## config.mk

```make
export PLATFORM = sky130hd
export DESIGN_NAME = wfcdt_jobq
export DESIGN_NICKNAME = d
export VERILOG_FILES = /design/src/rtl/wifi_frame_classifier_device_table_unit_defines.svh /design/src/rtl/wfcdt_pkg.sv /design/src/rtl/wfcdt_jobq.sv
export SDC_FILE = /design/constraint.sdc
export NUM_CORES = 1
export LEC_CHECK = 0
export BUFFER_PORTS_ARGS = -buffer_cell sky130_fd_sc_hd__buf_2
export CAP_MARGIN = 20
export CELL_PAD_IN_SITES_DETAIL_PLACEMENT = 0
export CELL_PAD_IN_SITES_GLOBAL_PLACEMENT = 1
export CORE_ASPECT_RATIO = 0.75
export CORE_MARGIN = 5
export CORE_UTILIZATION = 44
export DETAILED_ROUTE_END_ITERATION = 12
export GPL_TIMING_DRIVEN = 0
export PLACE_DENSITY_LB_ADDON = 0.1
export RECOVER_POWER = 50
export SLEW_MARGIN = 5
export SYNTH_ARGS = -nofsm -noshare
export SYNTH_HDL_FRONTEND = slang
export SYNTH_SLANG_ARGS = --single-unit
```

## constraint.sdc

```tcl
create_clock -name clk -period 7.3 [get_ports clk]
set_input_delay 0.365 -clock clk [delete_from_list [all_inputs] [get_ports clk]]
set_output_delay 0.365 -clock clk [all_outputs]
set_load 0.05 [all_outputs]
```

## src/rtl/wifi_frame_classifier_device_table_unit_defines.svh

```systemverilog
// Assertion macros for the frame classifier device table.
// Each macro expects signals named clk and rst in the including scope.
`ifndef WIFI_FRAME_CLASSIFIER_DEVICE_TABLE_UNIT_DEFINES_SVH
`define WIFI_FRAME_CLASSIFIER_DEVICE_TABLE_UNIT_DEFINES_SVH

// The consequent holds in the same cycle as the antecedent.
`define WFCDT_ASSERT_IMP(name, ante, cons) \
  name: assert property (@(posedge clk) disable iff (rst) (ante) |-> (cons)) \
    else $error("wfcdt: assertion failed");

// The consequent holds in the cycle after the antecedent.
`define WFCDT_ASSERT_NXT(name, ante, cons) \
  name: assert property (@(posedge clk) disable iff (rst) (ante) |=> (cons)) \
    else $error("wfcdt: assertion failed");

`endif

```

## src/rtl/wfcdt_pkg.sv

```systemverilog
// Shared types, constants and helpers of the frame classifier device table.
// Depends on nothing; every file but the RAM and the defines header imports it.
package wfcdt_pkg;

  localparam int DEF_MAX_DEVICES = 64;
  localparam int DEF_SSID_BYTES  = 32;
  localparam int HDR_KEEP        = 34;
  localparam int NUM_STATS       = 7;

  localparam logic [12:0] TAG_START    = 13'd36;
  localparam logic [11:0] MIN_LEN      = 12'd16;
  localparam logic [11:0] EAPOL_MIN    = 12'd36;
  localparam logic [11:0] SSID_MIN_LEN = 12'd38;

  localparam logic [3:0] SUB_BEACON   = 4'h8;
  localparam logic [3:0] SUB_PROBE_RSP = 4'h5;
  localparam logic [3:0] SUB_DEAUTH   = 4'hC;
  localparam logic [3:0] SUB_DISASSOC = 4'hA;
  localparam logic [3:0] FC_QOS_DATA  = 4'h8;
  localparam logic [7:0] LLC_SNAP     = 8'hAA;
  localparam logic [7:0] LLC_CTRL     = 8'h03;
  localparam logic [7:0] ETH_EAPOL_HI = 8'h88;
  localparam logic [7:0] ETH_EAPOL_LO = 8'h8E;

  localparam logic [1:0] KIND_MGMT = 2'd0;
  localparam logic [1:0] KIND_CTRL = 2'd1;
  localparam logic [1:0] KIND_DATA = 2'd2;

  localparam logic [1:0] RK_FRAME = 2'd0;
  localparam logic [1:0] RK_ENTRY = 2'd1;
  localparam logic [1:0] RK_STAT  = 2'd2;

  localparam logic [1:0] ST_EXIST = 2'd0;
  localparam logic [1:0] ST_NEW   = 2'd1;
  localparam logic [1:0] ST_FULL  = 2'd2;
  localparam logic [1:0] ST_SHORT = 2'd3;

  localparam logic [2:0] STAT_ALL    = 3'd0;
  localparam logic [2:0] STAT_MGMT   = 3'd1;
  localparam logic [2:0] STAT_DATA   = 3'd2;
  localparam logic [2:0] STAT_CTRL   = 3'd3;
  localparam logic [2:0] STAT_BEACON = 3'd4;
  localparam logic [2:0] STAT_DEAUTH = 3'd5;
  localparam logic [2:0] STAT_EAPOL  = 3'd6;
  localparam logic [5:0] STAT_DEVCNT = 6'd7;

  typedef enum logic [1:0] {
    FN_BYTE  = 2'd0,
    FN_READ  = 2'd1,
    FN_CLEAR = 2'd2,
    FN_STAT  = 2'd3
  } func_t;

  typedef enum logic [1:0] {
    OP_FRAME = 2'd0,
    OP_READ  = 2'd1,
    OP_CLEAR = 2'd2,
    OP_STAT  = 2'd3
  } job_op_t;

  typedef struct packed {
    job_op_t     op;
    logic [47:0] mac;
    logic        beacon;
    logic        deauth;
    logic        eapol;
    logic [1:0]  kind;
    logic        too_short;
    logic        ssid_upd;
    logic [5:0]  ssid_len;
    logic        copy;
    logic [7:0]  rssi;
    logic [3:0]  chan;
    logic [31:0] time_ms;
    logic [5:0]  sel;
    logic [4:0]  sp;
  } job_t;

  typedef struct packed {
    logic [7:0]  rssi;
    logic [3:0]  chan;
    logic [31:0] frames;
    logic [31:0] seen;
    logic        is_ap;
    logic [5:0]  ssid_len;
  } entry_info_t;

  typedef struct packed {
    logic [1:0]  kind;
    logic        beacon;
    logic        deauth;
    logic        eapol;
    logic [1:0]  status;
    logic [5:0]  idx;
    logic [47:0] mac;
    logic [7:0]  rssi;
    logic [3:0]  chan;
    logic [31:0] count;
    logic [31:0] seen;
    logic [8:0]  ap_ssid;
  } res_t;

  function automatic logic [7:0] ssid_char(input logic [7:0] b);
    return (b >= 8'h20 && b <= 8'h7E) ? b : 8'h2E;
  endfunction

endpackage

```

## src/rtl/wfcdt_jobq.sv

```systemverilog
// Two-entry job queue between the front end and the table engine.
// Depends on wfcdt_pkg for the job type.
module wfcdt_jobq (
  input  logic            clk,
  input  logic            rst,
  input  logic            push,
  input  wfcdt_pkg::job_t din,
  output logic            full,
  input  logic            pop,
  output logic            empty,
  output wfcdt_pkg::job_t head
);
  import wfcdt_pkg::*;

  job_t       slots [2];
  logic       wp, rp;
  logic [1:0] cnt;

  assign full  = cnt == 2'd2;
  assign empty = cnt == 2'd0;
  assign head  = slots[rp];

  always_ff @(posedge clk) begin
    if (push) begin
      slots[wp] <= din;
    end
    if (rst) begin
      wp  <= 1'b0;
      rp  <= 1'b0;
      cnt <= 2'd0;
    end else begin
      if (push) begin
        wp <= !wp;
      end
      if (pop) begin
        rp <= !rp;
      end
      cnt <= cnt + 2'(push) - 2'(pop);
    end
  end

endmodule

```

==> results by group <==
Outcome
  • Status: finished with violations
  • Violated checks: max-capacitance violations, max-slew violations

Logic synthesis
  • Register area share after synthesis: 81.6%
  • Mapped Avg Cell Area: 22.7 um^2
  • Yosys top cell area share: 80.5%
  • YS warnings: 0
  • Post-Syn Nets: 516
  • Post-synth top area cell: edfxtp_1
  • Post-Syn Instances: 391
  • Synth Cell Area: 8880 um^2
  • Yosys reg bits: 243
  • Largest cells by area after synthesis: edfxtp_1 81%, mux2_2 15%, clkbuf_8 1.7%
  • Netlist cell types: 12

Worst hold path
  • Hold crit path type: in -> reg

GRT
  • Grt met3 use: 6.14%
  • Grt total ovfl: 0
  • Maximum number of pins on one net before global-route repair: 63
  • Antenna violations before repair: 2
  • Top Usage Layer GRT: met2
  • Vias in the first global route: 4,842
  • GRT Total Usage: 14.6%
  • Global-route wire length before repair: 26,600 um
  • Met1 Track Usage GR: 18.5%
  • M2 GR Usage: 23.9%

Drt
  • DRT iter0 DRCs: 177
  • Total wire length: 17,400 um
  • Vias: 4,514
  • DRC: 0
  • Detail-routed via count per cell: 4.81
  • Post-route ant nets: 0
  • Routed len/inst: 18.5 um
  • Pre-antenna DRT Iters: 4

CTS
  • CTS sink cnt: 243
  • Post-CTS Hold Buffers: 0
  • Clock-pin slew on the worst setup and hold paths: 0.06 ns
  • Maximum clock path buffer count: 3
  • H-tree depth reported by CTS: 1
  • CTS Root Cell: clkbuf_16
  • Cts repair resizes: 0
  • Num CTS Buffers: 25
  • CTS tree: done
  • Post-CTS setup buffer count: 0
  • Skew-Pair Late Insertion Delay: 0.51 ns

Floorplanning
  • Die width: 174 um
  • IO Count: 244
  • Starting Density: 44.3%
  • Core Region: 20,000 um^2
  • Die Area: 23,100 um^2
  • Chip Height: 133 um
  • Placement row count: 45

Setup path
  • Crit Path Class: reg -> reg
  • Reg2Reg Setup Slack: 3.65 ns
  • Worst endpoint required time: 7.50 ns
  • Startpoint Class: register
  • Crit-path max FO: 28
  • CP arrival: 3.85 ns
  • Reg2reg start: wp
  • Worst setup EP type: register
  • Crit path launch: wp
  • Setup crit end: slots[0][16]
  • Worst reg2reg path depth: 4
  • Reg2reg end: slots[0][16]

Timing
  • RSZ-0062 raised after global routing: false
  • Worst Tran Pin Value: 1.76 ns
  • Final hold vios: 0
  • Slew margin rel.: -17.4%
  • Final hold slack: 0.0352 ns
  • Layout Skew: 0.0218 ns
  • Fin crit share: 50.1%
  • Setup violators final: 0
  • Slew Limit Fails: 77
  • Max Fclk: 274 MHz
  • Total negative setup slack: 0 ns
  • Post-layout minimum cycle time: 3.65 ns

Placed design
  • Detail Placement HPWL: 12,000 um
  • IO Port Bufs: 243
  • GPL Wtd Cong: 0.759
  • Post-Place Cells: 897

Power and ir drop
  • Cell Pwr Density: 299 nW/um^2
  • Peak supply drop: 189 uV
  • Leak Pwr: 4.08 nW
  • Post-layout power: 3.34 mW

Final layout
  • Most frequent cells in the layout: 238 x edfxtp_1, 194 x buf_2, 119 x mux2_2, 56 x clkbuf_1, 25 x clkbuf_16
  • Share of layout cells above drive strength 1: 53.2%
  • Final Util: 55.6%
  • Post-route non-filler standard cell count: 939
  • Synthesis-to-finish area growth: 25.5%
  • Final net count: 791
  • Commonest non-fill, non-tap cell in the layout: edfxtp_1
  • Fillers: 1,643

Flow run
  • Max Cap Viol: 3
## critical path: stages, from the launching register on
cell and delay, ns:
dfxtp_1 0.33, nor2b_1 1.22, clkbuf_1 1.27, buf_16 0.27
buf_12 0.22
## logic make-up (layout without fill, tap and decap cells)
family                     after synthesis  after routing  share of synthesized area (%)
xor gates and xnor gates                 3              3                          0.451
adders and majority gates                2              2                          0.282
buffers and inverters                   15            304                           2.04
DFF                                    243            243                           81.6
muxes                                  119            119                           15.1
other                                    0              1                              0
and+or+nand+nor                          9              9                          0.493
## power by group
group          switching, mW  total [mW]  leakage [nW]  internal (mW)
clock network          0.476        1.10         0.348          0.622
logic                  0.417       0.589          1.45          0.172
registers             0.0188        1.65          2.28           1.63
## per-stage QoR
stage / cell area (um^2) / setup slack, ns
2_1_floorplan: 8880 / 1.10
3_3_place_gp: 10400 / -2.03
3_5_place_dp: 10500 / 5.15
4_1_cts: 11200 / 5.04
5_1_grt: 11100 / 3.33
6_report: 11100 / 3.65
## area by class of cell
type / instances / area [um^2] / share of cell area [%]
multi-input combinational: 133 / 1450 / 13.0
sequential: 243 / 7250 / 65.0
tap: 258 / 323 / 2.90
clock inverter: 11 / 53.8 / 0.483
buffer: 13 / 174 / 1.56
antenna: 1 / 2.50 / 0.0225
inverter: 2 / 7.51 / 0.0674
timing repair buffer: 248 / 1240 / 11.1
clock buffer: 30 / 644 / 5.78
## cell usage after synthesis
cell type and count:
ha_1 2, edfxtp_1 238, nor2_1 5, dfxtp_1 5, inv_1 2, mux2_2 119
buf_6 2, xnor2_1 2, and2_1 1, clkbuf_8 11, xnor3_1 1, nor2b_1 3
## per-layer routing
| layer | wire length, um | vias up |
|---|---|---|
| li1 | - | 2103 |
| met1 | 7110 | 2213 |
| met2 | 8220 | 167 |
| met3 | 1780 | 27 |
| met4 | 280 | 4 |
| met5 | 27 | - |
## worst min path at each step
stage | start | end | slack, ns | cells past startpoint
after floorplan | rst | cnt[0] | 0.44 | 1
after global placement | rp | register | 0.49 | 2
after detailed placement | rp | register | 0.50 | 2
after CTS | din[116] | slots[0][116] | 0.01 | 1
after global routing | din[81] | slots[1][81] | 0.008 | 1
final | din[37] | slots[0][37] | 0.04 | 1
## flip-flops by register name, summed over array words and instances, names as in the netlist, named ones only
register  flops
slots       238
cnt           2
rp            1
wp            1
No activity file was read; power rests on OpenSTA's default activity.
