File: config.mk
export PLATFORM = sky130hd
export DESIGN_NAME = wfcdt_front
export DESIGN_NICKNAME = d
export VERILOG_FILES = /design/src/rtl/wifi_frame_classifier_device_table_unit_defines.svh /design/src/rtl/wfcdt_pkg.sv /design/src/rtl/wfcdt_front.sv
export SDC_FILE = /design/constraint.sdc
export NUM_CORES = 1
export LEC_CHECK = 0
export ABC_AREA = 1
export BUFFER_PORTS_ARGS = -buffer_cell sky130_fd_sc_hd__buf_2
export CORE_MARGIN = 4
export CORE_UTILIZATION = 44
export DETAILED_ROUTE_END_ITERATION = 8
export GPL_TIMING_DRIVEN = 1
export HOLD_SLACK_MARGIN = 0.1
export MAX_ROUTING_LAYER = met4
export PLACE_DENSITY = 0.68
export SLEW_MARGIN = 10
export SYNTH_ARGS = -nofsm -noshare
export SYNTH_HDL_FRONTEND = slang
export SYNTH_SLANG_ARGS = --single-unit
File: constraint.sdc
create_clock -name clk -period 33.2 [get_ports clk]
set_input_delay 9.96 -clock clk [delete_from_list [all_inputs] [get_ports clk]]
set_output_delay 9.96 -clock clk [all_outputs]
set_load 0.02 [all_outputs]
File: src/rtl/wifi_frame_classifier_device_table_unit_defines.svh
// Assertion macros for the frame classifier device table.
// Each macro expects signals named clk and rst in the including scope.
`ifndef WIFI_FRAME_CLASSIFIER_DEVICE_TABLE_UNIT_DEFINES_SVH
`define WIFI_FRAME_CLASSIFIER_DEVICE_TABLE_UNIT_DEFINES_SVH

// The consequent holds in the same cycle as the antecedent.
`define WFCDT_ASSERT_IMP(name, ante, cons) \
  name: assert property (@(posedge clk) disable iff (rst) (ante) |-> (cons)) \
    else $error("wfcdt: assertion failed");

// The consequent holds in the cycle after the antecedent.
`define WFCDT_ASSERT_NXT(name, ante, cons) \
  name: assert property (@(posedge clk) disable iff (rst) (ante) |=> (cons)) \
    else $error("wfcdt: assertion failed");

`endif

File: src/rtl/wfcdt_pkg.sv
// Shared types, constants and helpers of the frame classifier device table.
// Depends on nothing; every file but the RAM and the defines header imports it.
package wfcdt_pkg;

  localparam int DEF_MAX_DEVICES = 64;
  localparam int DEF_SSID_BYTES  = 32;
  localparam int HDR_KEEP        = 34;
  localparam int NUM_STATS       = 7;

  localparam logic [12:0] TAG_START    = 13'd36;
  localparam logic [11:0] MIN_LEN      = 12'd16;
  localparam logic [11:0] EAPOL_MIN    = 12'd36;
  localparam logic [11:0] SSID_MIN_LEN = 12'd38;

  localparam logic [3:0] SUB_BEACON   = 4'h8;
  localparam logic [3:0] SUB_PROBE_RSP = 4'h5;
  localparam logic [3:0] SUB_DEAUTH   = 4'hC;
  localparam logic [3:0] SUB_DISASSOC = 4'hA;
  localparam logic [3:0] FC_QOS_DATA  = 4'h8;
  localparam logic [7:0] LLC_SNAP     = 8'hAA;
  localparam logic [7:0] LLC_CTRL     = 8'h03;
  localparam logic [7:0] ETH_EAPOL_HI = 8'h88;
  localparam logic [7:0] ETH_EAPOL_LO = 8'h8E;

  localparam logic [1:0] KIND_MGMT = 2'd0;
  localparam logic [1:0] KIND_CTRL = 2'd1;
  localparam logic [1:0] KIND_DATA = 2'd2;

  localparam logic [1:0] RK_FRAME = 2'd0;
  localparam logic [1:0] RK_ENTRY = 2'd1;
  localparam logic [1:0] RK_STAT  = 2'd2;

  localparam logic [1:0] ST_EXIST = 2'd0;
  localparam logic [1:0] ST_NEW   = 2'd1;
  localparam logic [1:0] ST_FULL  = 2'd2;
  localparam logic [1:0] ST_SHORT = 2'd3;

  localparam logic [2:0] STAT_ALL    = 3'd0;
  localparam logic [2:0] STAT_MGMT   = 3'd1;
  localparam logic [2:0] STAT_DATA   = 3'd2;
  localparam logic [2:0] STAT_CTRL   = 3'd3;
  localparam logic [2:0] STAT_BEACON = 3'd4;
  localparam logic [2:0] STAT_DEAUTH = 3'd5;
  localparam logic [2:0] STAT_EAPOL  = 3'd6;
  localparam logic [5:0] STAT_DEVCNT = 6'd7;

  typedef enum logic [1:0] {
    FN_BYTE  = 2'd0,
    FN_READ  = 2'd1,
    FN_CLEAR = 2'd2,
    FN_STAT  = 2'd3
  } func_t;

  typedef enum logic [1:0] {
    OP_FRAME = 2'd0,
    OP_READ  = 2'd1,
    OP_CLEAR = 2'd2,
    OP_STAT  = 2'd3
  } job_op_t;

  typedef struct packed {
    job_op_t     op;
    logic [47:0] mac;
    logic        beacon;
    logic        deauth;
    logic        eapol;
    logic [1:0]  kind;
    logic        too_short;
    logic        ssid_upd;
    logic [5:0]  ssid_len;
    logic        copy;
    logic [7:0]  rssi;
    logic [3:0]  chan;
    logic [31:0] time_ms;
    logic [5:0]  sel;
    logic [4:0]  sp;
  } job_t;

  typedef struct packed {
    logic [7:0]  rssi;
    logic [3:0]  chan;
    logic [31:0] frames;
    logic [31:0] seen;
    logic        is_ap;
    logic [5:0]  ssid_len;
  } entry_info_t;

  typedef struct packed {
    logic [1:0]  kind;
    logic        beacon;
    logic        deauth;
    logic        eapol;
    logic [1:0]  status;
    logic [5:0]  idx;
    logic [47:0] mac;
    logic [7:0]  rssi;
    logic [3:0]  chan;
    logic [31:0] count;
    logic [31:0] seen;
    logic [8:0]  ap_ssid;
  } res_t;

  function automatic logic [7:0] ssid_char(input logic [7:0] b);
    return (b >= 8'h20 && b <= 8'h7E) ? b : 8'h2E;
  endfunction

endpackage

File: src/rtl/wfcdt_front.sv
// Front end: takes frame bytes and commands, parses the header and SSID tag.
// Depends on wfcdt_pkg; pushes one job per frame or command into the job queue.
module wfcdt_front #(
  parameter int SSID_BYTES = wfcdt_pkg::DEF_SSID_BYTES
) (
  input  logic                         clk,
  input  logic                         rst,
  input  logic                         push,
  output logic                         full,
  input  logic [1:0]                   func,
  input  logic [7:0]                   data_byte,
  input  logic                         first_byte,
  input  logic                         last_byte,
  input  logic [1:0]                   pkt_kind,
  input  logic [7:0]                   rx_rssi,
  input  logic [3:0]                   rx_channel,
  input  logic [11:0]                  frame_len,
  input  logic [31:0]                  time_ms,
  input  logic [5:0]                   select_index,
  input  logic [4:0]                   ssid_pos,
  output logic                         job_push,
  output wfcdt_pkg::job_t              job,
  input  logic                         job_full,
  output logic [SSID_BYTES-1:0][7:0]   stage,
  input  logic                         stage_release
);
  import wfcdt_pkg::*;

  typedef enum logic [3:0] {
    TAG_SEEK  = 4'b0001,
    TAG_NUM   = 4'b0010,
    TAG_FOUND = 4'b0100,
    TAG_DONE  = 4'b1000
  } tag_t;

  localparam logic [7:0] SB8 = 8'(SSID_BYTES);
  localparam logic [5:0] SB6 = 6'(SSID_BYTES);

  logic                        in_frame;
  logic                        stage_busy;
  logic [11:0]                 len_q, len_next;
  logic [1:0]                  kind_q, kind_next;
  logic [11:0]                 byte_offset, byte_offset_next;
  logic [HDR_KEEP-1:0][7:0]    hdr, hdr_next;
  logic [12:0]                 nto, nto_next;
  tag_t                        tag, tag_next;
  logic [7:0]                  tag_num, tag_num_next;
  logic [SSID_BYTES-1:0][7:0]  stage_next;
  logic [5:0]                  slen, slen_next;

  logic        accept, active;
  logic [11:0] c_pos;
  tag_t        c_tag;
  logic [5:0]  c_slen;
  logic [12:0] c_nto, nto2, tag_end, rel, len13, pos13;
  logic [7:0]  h0;
  logic        beacon, deauth, eapol_a, eapol_b, eapol, found;

  assign full = job_full || stage_busy;

  always_comb begin
    accept   = push && !full;
    active   = accept && (func == FN_BYTE) && (first_byte || in_frame);
    len_next  = first_byte ? frame_len : len_q;
    kind_next = first_byte ? pkt_kind : kind_q;
    c_pos    = first_byte ? 12'd0 : byte_offset;
    c_nto    = first_byte ? TAG_START : nto;
    c_tag    = first_byte ? TAG_SEEK : tag;
    c_slen   = first_byte ? 6'd0 : slen;
    hdr_next = first_byte ? '0 : hdr;
    stage_next   = first_byte ? '0 : stage;
    tag_num_next = first_byte ? 8'd0 : tag_num;
    nto_next  = c_nto;
    tag_next  = c_tag;
    slen_next = c_slen;
    nto2    = c_nto + 13'd2;
    tag_end = nto2 + 13'(data_byte);
    len13   = {1'b0, len_next};
    pos13   = {1'b0, c_pos};
    rel     = pos13 - nto2;
    if (c_pos < len_next) begin
      for (int i = 0; i < HDR_KEEP; i++) begin
        if (c_pos == 12'(i)) begin
          hdr_next[i] = data_byte;
        end
      end
      unique case (c_tag)
        TAG_SEEK: begin
          if (pos13 == c_nto) begin
            if (nto2 > len13) begin
              tag_next = TAG_DONE;
            end else begin
              tag_num_next = data_byte;
              tag_next     = TAG_NUM;
            end
          end
        end
        TAG_NUM: begin
          if (tag_end > len13) begin
            tag_next = TAG_DONE;
          end else if (tag_num_next == 8'd0) begin
            tag_next  = TAG_FOUND;
            slen_next = (data_byte < SB8) ? 6'(data_byte) : SB6;
          end else begin
            nto_next = tag_end;
            tag_next = TAG_SEEK;
          end
        end
        TAG_FOUND: begin
          if (pos13 >= nto2 && rel < 13'(c_slen)) begin
            for (int k = 0; k < SSID_BYTES; k++) begin
              if (rel == 13'(k)) begin
                stage_next[k] = ssid_char(data_byte);
              end
            end
          end
        end
        TAG_DONE: begin
        end
        default: begin
        end
      endcase
    end
    byte_offset_next = (c_pos != 12'hFFF) ? c_pos + 12'd1 : c_pos;

    h0      = hdr_next[0];
    beacon  = (h0[3:2] == 2'd0) && (h0[7:4] == SUB_BEACON || h0[7:4] == SUB_PROBE_RSP);
    deauth  = (h0[3:2] == 2'd0) && (h0[7:4] == SUB_DEAUTH || h0[7:4] == SUB_DISASSOC);
    eapol_a = hdr_next[24] == LLC_SNAP && hdr_next[25] == LLC_SNAP &&
              hdr_next[26] == LLC_CTRL && hdr_next[30] == ETH_EAPOL_HI &&
              hdr_next[31] == ETH_EAPOL_LO;
    eapol_b = h0[3:0] == FC_QOS_DATA && hdr_next[26] == LLC_SNAP &&
              hdr_next[27] == LLC_SNAP && hdr_next[28] == LLC_CTRL &&
              hdr_next[32] == ETH_EAPOL_HI && hdr_next[33] == ETH_EAPOL_LO;
    eapol   = kind_next == KIND_DATA && len_next >= EAPOL_MIN && (eapol_a || eapol_b);
    found   = tag_next == TAG_FOUND;

    job           = '0;
    job.mac       = {hdr_next[10], hdr_next[11], hdr_next[12],
                     hdr_next[13], hdr_next[14], hdr_next[15]};
    job.beacon    = beacon;
    job.deauth    = deauth;
    job.eapol     = eapol;
    job.kind      = kind_next;
    job.too_short = len_next < MIN_LEN;
    job.ssid_upd  = beacon && len_next >= SSID_MIN_LEN;
    job.ssid_len  = found ? slen_next : 6'd0;
    job.copy      = job.ssid_upd && found && slen_next != 6'd0;
    job.rssi      = rx_rssi;
    job.chan      = rx_channel;
    job.time_ms   = time_ms;
    job.sel       = select_index;
    job.sp        = ssid_pos;
    unique case (func_t'(func))
      FN_BYTE:  job.op = OP_FRAME;
      FN_READ:  job.op = OP_READ;
      FN_CLEAR: job.op = OP_CLEAR;
      FN_STAT:  job.op = OP_STAT;
      default:  job.op = OP_FRAME;
    endcase
    job_push = (active && last_byte) || (accept && func != FN_BYTE);
  end

  always_ff @(posedge clk) begin
    if (rst) begin
      in_frame    <= 1'b0;
      stage_busy  <= 1'b0;
      len_q       <= '0;
      kind_q      <= '0;
      byte_offset <= '0;
      hdr         <= '0;
      nto         <= TAG_START;
      tag         <= TAG_SEEK;
      tag_num     <= '0;
      stage       <= '0;
      slen        <= '0;
    end else begin
      if (stage_release) begin
        stage_busy <= 1'b0;
      end
      if (active) begin
        len_q       <= len_next;
        kind_q      <= kind_next;
        byte_offset <= byte_offset_next;
        hdr         <= hdr_next;
        nto         <= nto_next;
        tag         <= tag_next;
        tag_num     <= tag_num_next;
        stage       <= stage_next;
        slen        <= slen_next;
        in_frame    <= !last_byte;
        if (last_byte && job.copy) begin
          stage_busy <= 1'b1;
        end
      end
      if (accept && func == FN_CLEAR) begin
        in_frame <= 1'b0;
      end
    end
  end

endmodule

==> impl_metrics.yaml, run 1 <==
final_layout:
  fillers: 6447
  antenna_cells: 0
  nets: 4614
  final_cells: 5338
  areaGrowthSynthToFinish_pct: 10.5
  drive_gt1_frac: 0.134
  seqCellArea_sq_um: 8870
  multi_input_area_sq_um: 15000
floorplan:
  initial_core_util: 0.448
  core_area_sq_um: 62200
  placementRows: 91
  die_w_microns: 259
  ioPinCount: 463
  dieArea_sq_um: 67300
  die_h_microns: 259
sta:
  hold_ws_ns: 0.435
  clock.fmax_ghz: 0.0389
  finalClockSkew_ns: 0.0171
  period_minus_slack_ns: 25.68
  worst_pin_slew_ns: 1.07
  fin_crit_sh: 0.773
  rsz0062_at_grt: "no"
  setup-violations-final: 0
  layout_setup_ws_ns: 7.52
  finalMaxSlewViolations: 0
  hold_violations: 0
  setup-tns-final_ns: 0
  slew_headroom: 0.286
clock_network:
  cts_buffers: 53
  cts_setup_buffers: 0
  holdBufCountCts: 0
  cts_max_path_buffers: 3
  htreeDepth: 2
  cts_tree: "built"
  cts-root-buf: "clkbuf_16"
  clkSinkCount: 443
  ctsResizeCount: 0
  path_clk_slew_ns: 0.06
  clk_latency_ns: 0.61
critical_path:
  required_ns: 23.24
  cp.arrival_ns: 15.72
  critPathMaxFanout: 113
  crit_path_end_kind: "output port"
  path_class: "in2out"
  start_kind: "input pin"
drt:
  dr.pass1.iters: 9
  wl_microns: 97400
  via_count: 29200
  via_per_inst: 5.47
  wl_per_cell_microns: 18.2
  ant_nets: 0
  drt_iter0_drc: 2907
  drcViolationCount: 0
pwr:
  ir_drop_mv: 0.0304
  cellPowerDensity_nw_per_um2: 41.4
  total_power_w: 0.00127
  p_leak_nw: 14.7
global_routing:
  grt_max_degree: 114
  overflow: 0
  grt_util_all_layers: 0.281
  grt_pass1_wl_microns: 149000
  antenna_found_initial: 1
  grt_pass1_vias: 25500
synthesis:
  synth_flop_cell: "dfxtp_1"
  synth_nets: 4564
  ys_ff_latch: 443
  synth_area_sq_um: 27800
  yosysWarnings: 0
  avgSynthCellArea_sq_um: 6.31
  synth_edf_count: 0
  syn_inst: 4410
  synth-async-reset-ratio: 0
  yosysSeqAreaShare: 0.319
  ys_types: 55
status:
  status: "finished clean"
job:
  max_cap_viol_count: 0
placement:
  hpwl_microns: 63500
  numPortBuffers: 352
  place_ws_ns: 7.60
  place_inst: 5242
  routabilityCongestion: 0.973
hold_path:
  hold_class: "reg2reg"
==> routing by layer <==
metal  track usage  vias up  wire length, microns
li1              -    14300                     -
met1         0.384    13500                 42400
met2         0.419     1168                 42700
met3        0.0564      186                  8890
met4        0.0917        0                  3450
met5             -        -                     0
==> cell usage in the layout, fill, tap and decap left out, types with 4 or more instances in the layout <==
cell and instances:
or2_2 12, buf_2 350, nand3_1 491, a21oi_1 322
nor3b_1 4, clkbuf_16 54, xor2_1 15, dfxtp_1 443
clkbuf_8 17, ha_1 66, o21ai_2 4, a211oi_1 12
nand3_2 14, o21ai_1 34, nor3_1 25, nand2_1 776
nand2_2 20, xnor2_1 4, clkbuf_1 14, inv_1 515
a31oi_1 33, o211ai_1 24, buf_4 38, nand3b_1 4
a21oi_2 4, nor2_1 609, o21ai_0 349, inv_2 11
nor4_1 8, clkinv_2 5, nor2_2 16, nand4_1 125
nand2_4 4, nor2_4 32, bufinv_16 4
==> sequential cells by signal, summed over array words and instances (netlist names), 4 cells and up <==
name	flops
tag	4
hdr	128
len_q	12
slen	6
byte_offset	12
tag_num	8
stage	256
nto	13
==> cells by family after synthesis <==
family	count (synthesis)	share of synthesized area
AND/OR/NAND/NOR	2153	0.346
buffers and inverters	925	0.145
AO/OA/AOI/OAI	799	0.152
flip-flops	443	0.319
adder cells (fa/ha/maj)	68	0.0311
XOR/XNOR	20	0.00697
multiplexers	2	0.000719
==> worst paths after layout <==
check / start / to / slack (ns) / cells after the start
worst min register to register: stage[15] / stage[15] / 0.43 / 2
worst max-delay path: first_byte / job[55] / 7.52 / 18
worst min-delay path: stage[15] / stage[15] / 0.43 / 2
worst max register to register: nto[2] / stage[125] / 27.21 / 25
==> power breakdown <==
part | switching, W | internal [W] | total (W) | leakage [nW]
sequential | 0.00000606 | 0.000542 | 0.000548 | 3.58
combinational | 0.0000855 | 0.0000292 | 0.000115 | 10.2
clock | 0.000243 | 0.000366 | 0.000610 | 0.891
==> synthesized netlist by cell type, types with 29 or more instances <==
| cell | instances | share of area |
|---|---|---|
| a21oi_1 | 322 | 0.058 |
| o21ai_1 | 35 | 0.0063 |
| clkbuf_1 | 187 | 0.025 |
| a31oi_1 | 33 | 0.0074 |
| buf_1 | 43 | 0.0058 |
| dfxtp_1 | 443 | 0.32 |
| buf_4 | 117 | 0.032 |
| nand4_1 | 125 | 0.028 |
| inv_1 | 515 | 0.069 |
| nor2_4 | 29 | 0.012 |
| buf_2 | 38 | 0.0068 |
| o21ai_0 | 349 | 0.063 |
| ha_1 | 66 | 0.030 |
| nand2_1 | 776 | 0.10 |
| nand3_1 | 491 | 0.088 |
| nor2_1 | 612 | 0.083 |
==> per-stage QoR <==
stage,cell area (sq um),util
global route,30800,0.495
floorplan,27800,-
CTS,30800,0.495
detailed placement,29000,0.466
global placement,29000,0.466
finish,30800,0.495
==> worst max-delay path: stages <==
cell     delay (ns)
buf_4          0.26
inv_8          0.56
buf_4          0.85
or2_2          0.23
o21ai_0        0.24
ha_1           0.44
nand4_1        0.11
nor3_1         0.48
nand2_2        0.13
nand2_4        0.51
nor2_1         0.16
nand3_1        0.46
nand2_1        0.17
nor2_2         0.16
nand3_2        0.26
nor2_2         0.18
and2_1         0.13
buf_2          0.16
==> area by class of cell <==
cell class                 count  share of cell area
timing repair buffer         389              0.0667
clock buffer                  85              0.0532
sequential                   443               0.288
clock inverter                11             0.00553
inverter                     531              0.0654
multi-input combinational   3042               0.487
tap                          837              0.0340
Power figures use the tool's default switching activity.
==> run 2, diff against run 1 <==
--- a/config.mk
+++ b/config.mk
@@ -13,7 +13,7 @@
 export GPL_TIMING_DRIVEN = 1
 export HOLD_SLACK_MARGIN = 0.1
 export MAX_ROUTING_LAYER = met4
-export PLACE_DENSITY = 0.68
+export PLACE_DENSITY = 0.7
 export SLEW_MARGIN = 10
 export SYNTH_ARGS = -nofsm -noshare
 export SYNTH_HDL_FRONTEND = slang
==> constraint.sdc (replaced) <==
create_clock -name clk -period 20.9 [get_ports clk]
set_input_delay 6.27 -clock clk [delete_from_list [all_inputs] [get_ports clk]]
set_output_delay 6.27 -clock clk [all_outputs]
set_load 0.02 [all_outputs]
==> impl_metrics.yaml, run 2 (synthesis results as in run 1) <==
critical_path:
  endpoint: "job[59]"
  cp.arrival_ns: 12.23
  critPathMaxFanout: 75
  path_depth: 35
  critPathBufInv: 9
  reg2reg_depth: 23
  cp_top_family: "buffers and inverters"
  critPathLaunch: "first_byte"
  slowest_delay_ns: 0.79
  r2r_start: "nto[4]"
  crit_top_cell: "nand2_1"
  required_ns: 14.63
  r2r_setup_slack_ns: 14.72
  path_class: "in2out"
  crit_path_end_kind: "output port"
  reg2reg_to: "stage[121]"
  cp_slowest_cell: "buf_4"
  start_kind: "input pin"
sta:
  finalMaxSlewViolations: 0
  slew_headroom: 0.182
  fin_crit_sh: 0.885
  finalClockSkew_ns: 0.0363
  setup-violations-final: 0
  setup-tns-final_ns: 0
  rsz0062_at_grt: "no"
  clock.fmax_ghz: 0.0541
  period_minus_slack_ns: 18.50
  hold_violations: 0
  layout_setup_ws_ns: 2.40
  worst_pin_slew_ns: 1.22
final_layout:
  largest_register_ffs: 256
  most-common-layout-cells: "775 x nand2_1, 609 x nor2_1, 515 x inv_1, 491 x nand3_1, 443 x dfxtp_1"
  drive_gt1_frac: 0.133
  reg.largest.list: "stage: 256 flops, hdr: 128 flops, nto: 13 flops"
  regMostFlops: "stage"
  nets: 4609
  areaGrowthSynthToFinish_pct: 10.2
  antenna_cells: 0
  layout_commonest_cell: "nand2_1"
global_routing:
  grt_util_all_layers: 0.278
  grt_max_degree: 267
  grt_pass1_vias: 25400
  antenna_found_initial: 1
  grt_pass1_wl_microns: 147000
  overflow: 0
pwr:
  cellPowerDensity_nw_per_um2: 64.6
  p_leak_nw: 14.6
  total_power_w: 0.00198
  ir_drop_mv: 0.0523
drt:
  drcViolationCount: 0
  via_per_inst: 5.42
  dr.pass1.iters: 5
  via_count: 28900
  ant_nets: 0
  drt_iter0_drc: 3063
  wl_microns: 96100
  wl_per_cell_microns: 18.0
job:
  max_cap_viol_count: 0
floorplan:
  die_w_microns: 259
  dieArea_sq_um: 67300
  initial_core_util: 0.448
  core_area_sq_um: 62200
  placementRows: 91
  ioPinCount: 463
  die_h_microns: 259
clock_network:
  path_clk_slew_ns: 0.06
  cts_buffers: 53
  cts_max_path_buffers: 3
  cts_tree: "built"
  cts-root-buf: "clkbuf_16"
  ctsResizeCount: 0
  cts_setup_buffers: 0
  htreeDepth: 2
  clk_latency_ns: 0.63
  clkSinkCount: 443
  holdBufCountCts: 0
placement:
  numPortBuffers: 352
  routabilityCongestion: 0.974
  place_ws_ns: 2.47
  hpwl_microns: 62200
hold_path:
  hold_class: "reg2reg"
status:
  status: "finished clean"
run 2: changes by cell type in the layout (fill, tap and decap cells not counted), moves of 2 or more:
cell | before | now
buf_12 | 0 | 2
buf_4 | 38 | 31
bufinv_16 | 4 | 2
clkbuf_8 | 17 | 11
clkinv_2 | 5 | 8
clkinvlp_4 | 0 | 2
run 2: cell type report:
type	count	area, sq um
Multi-Input combinational cell	3042	15000
Fill cell	6379	31500
Clock inverter	17	194
Sequential cell	443	8870
Timing Repair Buffer	384	2040
Clock buffer	78	1530
Inverter	531	2010
Tap cell	837	1050
run 2: power breakdown:
| part | switching, W | internal [W] |
|---|---|---|
| clock network | 0.000396 | 0.000534 |
| registers | 0.00000962 | 0.000861 |
| logic | 0.000135 | 0.0000462 |
run 2: worst min-delay path by stage:
stage	startpoint	cells past startpoint	endpoint
floorplan	kind_q[1]	2	kind_q[1]
global placement	stage[191]	2	stage[191]
detailed placement	stage[7]	2	stage[7]
CTS	stage[71]	2	stage[71]
global route	stage[55]	2	stage[55]
finish	stage[47]	2	stage[47]
run 2: routing by layer:
layer | share of wire | global-route usage | vias up | wire length (microns)
met5 | 0 | - | - | 0
met4 | 0.035 | 0.0938 | 0 | 3330
met2 | 0.45 | 0.423 | 1039 | 43000
met3 | 0.077 | 0.0456 | 205 | 7430
met1 | 0.44 | 0.377 | 13300 | 42300
li1 | - | - | 14300 | -
run 2: worst register-to-register path, cell delays in order, from the launching register on:
cell and delay, ns:
dfxtp_1 0.41, nand3_1 0.16, nor2_1 0.25, nand2_1 0.12
nor2_1 0.14, inv_1 0.07, a21oi_1 0.37, inv_1 0.12
ha_1 0.40, nand2_1 0.07, inv_1 0.08, nand2_1 0.05
o211ai_1 0.25, xor2_1 0.18, nand2_1 0.10, nor2_4 0.33
nand4_2 0.69, inv_2 0.88, buf_4 0.60, nand3_1 0.42
nand3_1 0.18, nand3_1 0.08, nand2_1 0.10, inv_1 0.04
run 2: through the flow:
stage               area (sq um)  std cells  utilization  hold WS, ns
floorplan                  27800       4410            -        0.424
global placement           28900       5237        0.466        0.428
detailed placement         28900       5237        0.466        0.428
CTS                        30700       5332        0.493        0.440
global route               30700       5332        0.493        0.457
finish                     30700       5332        0.493        0.439
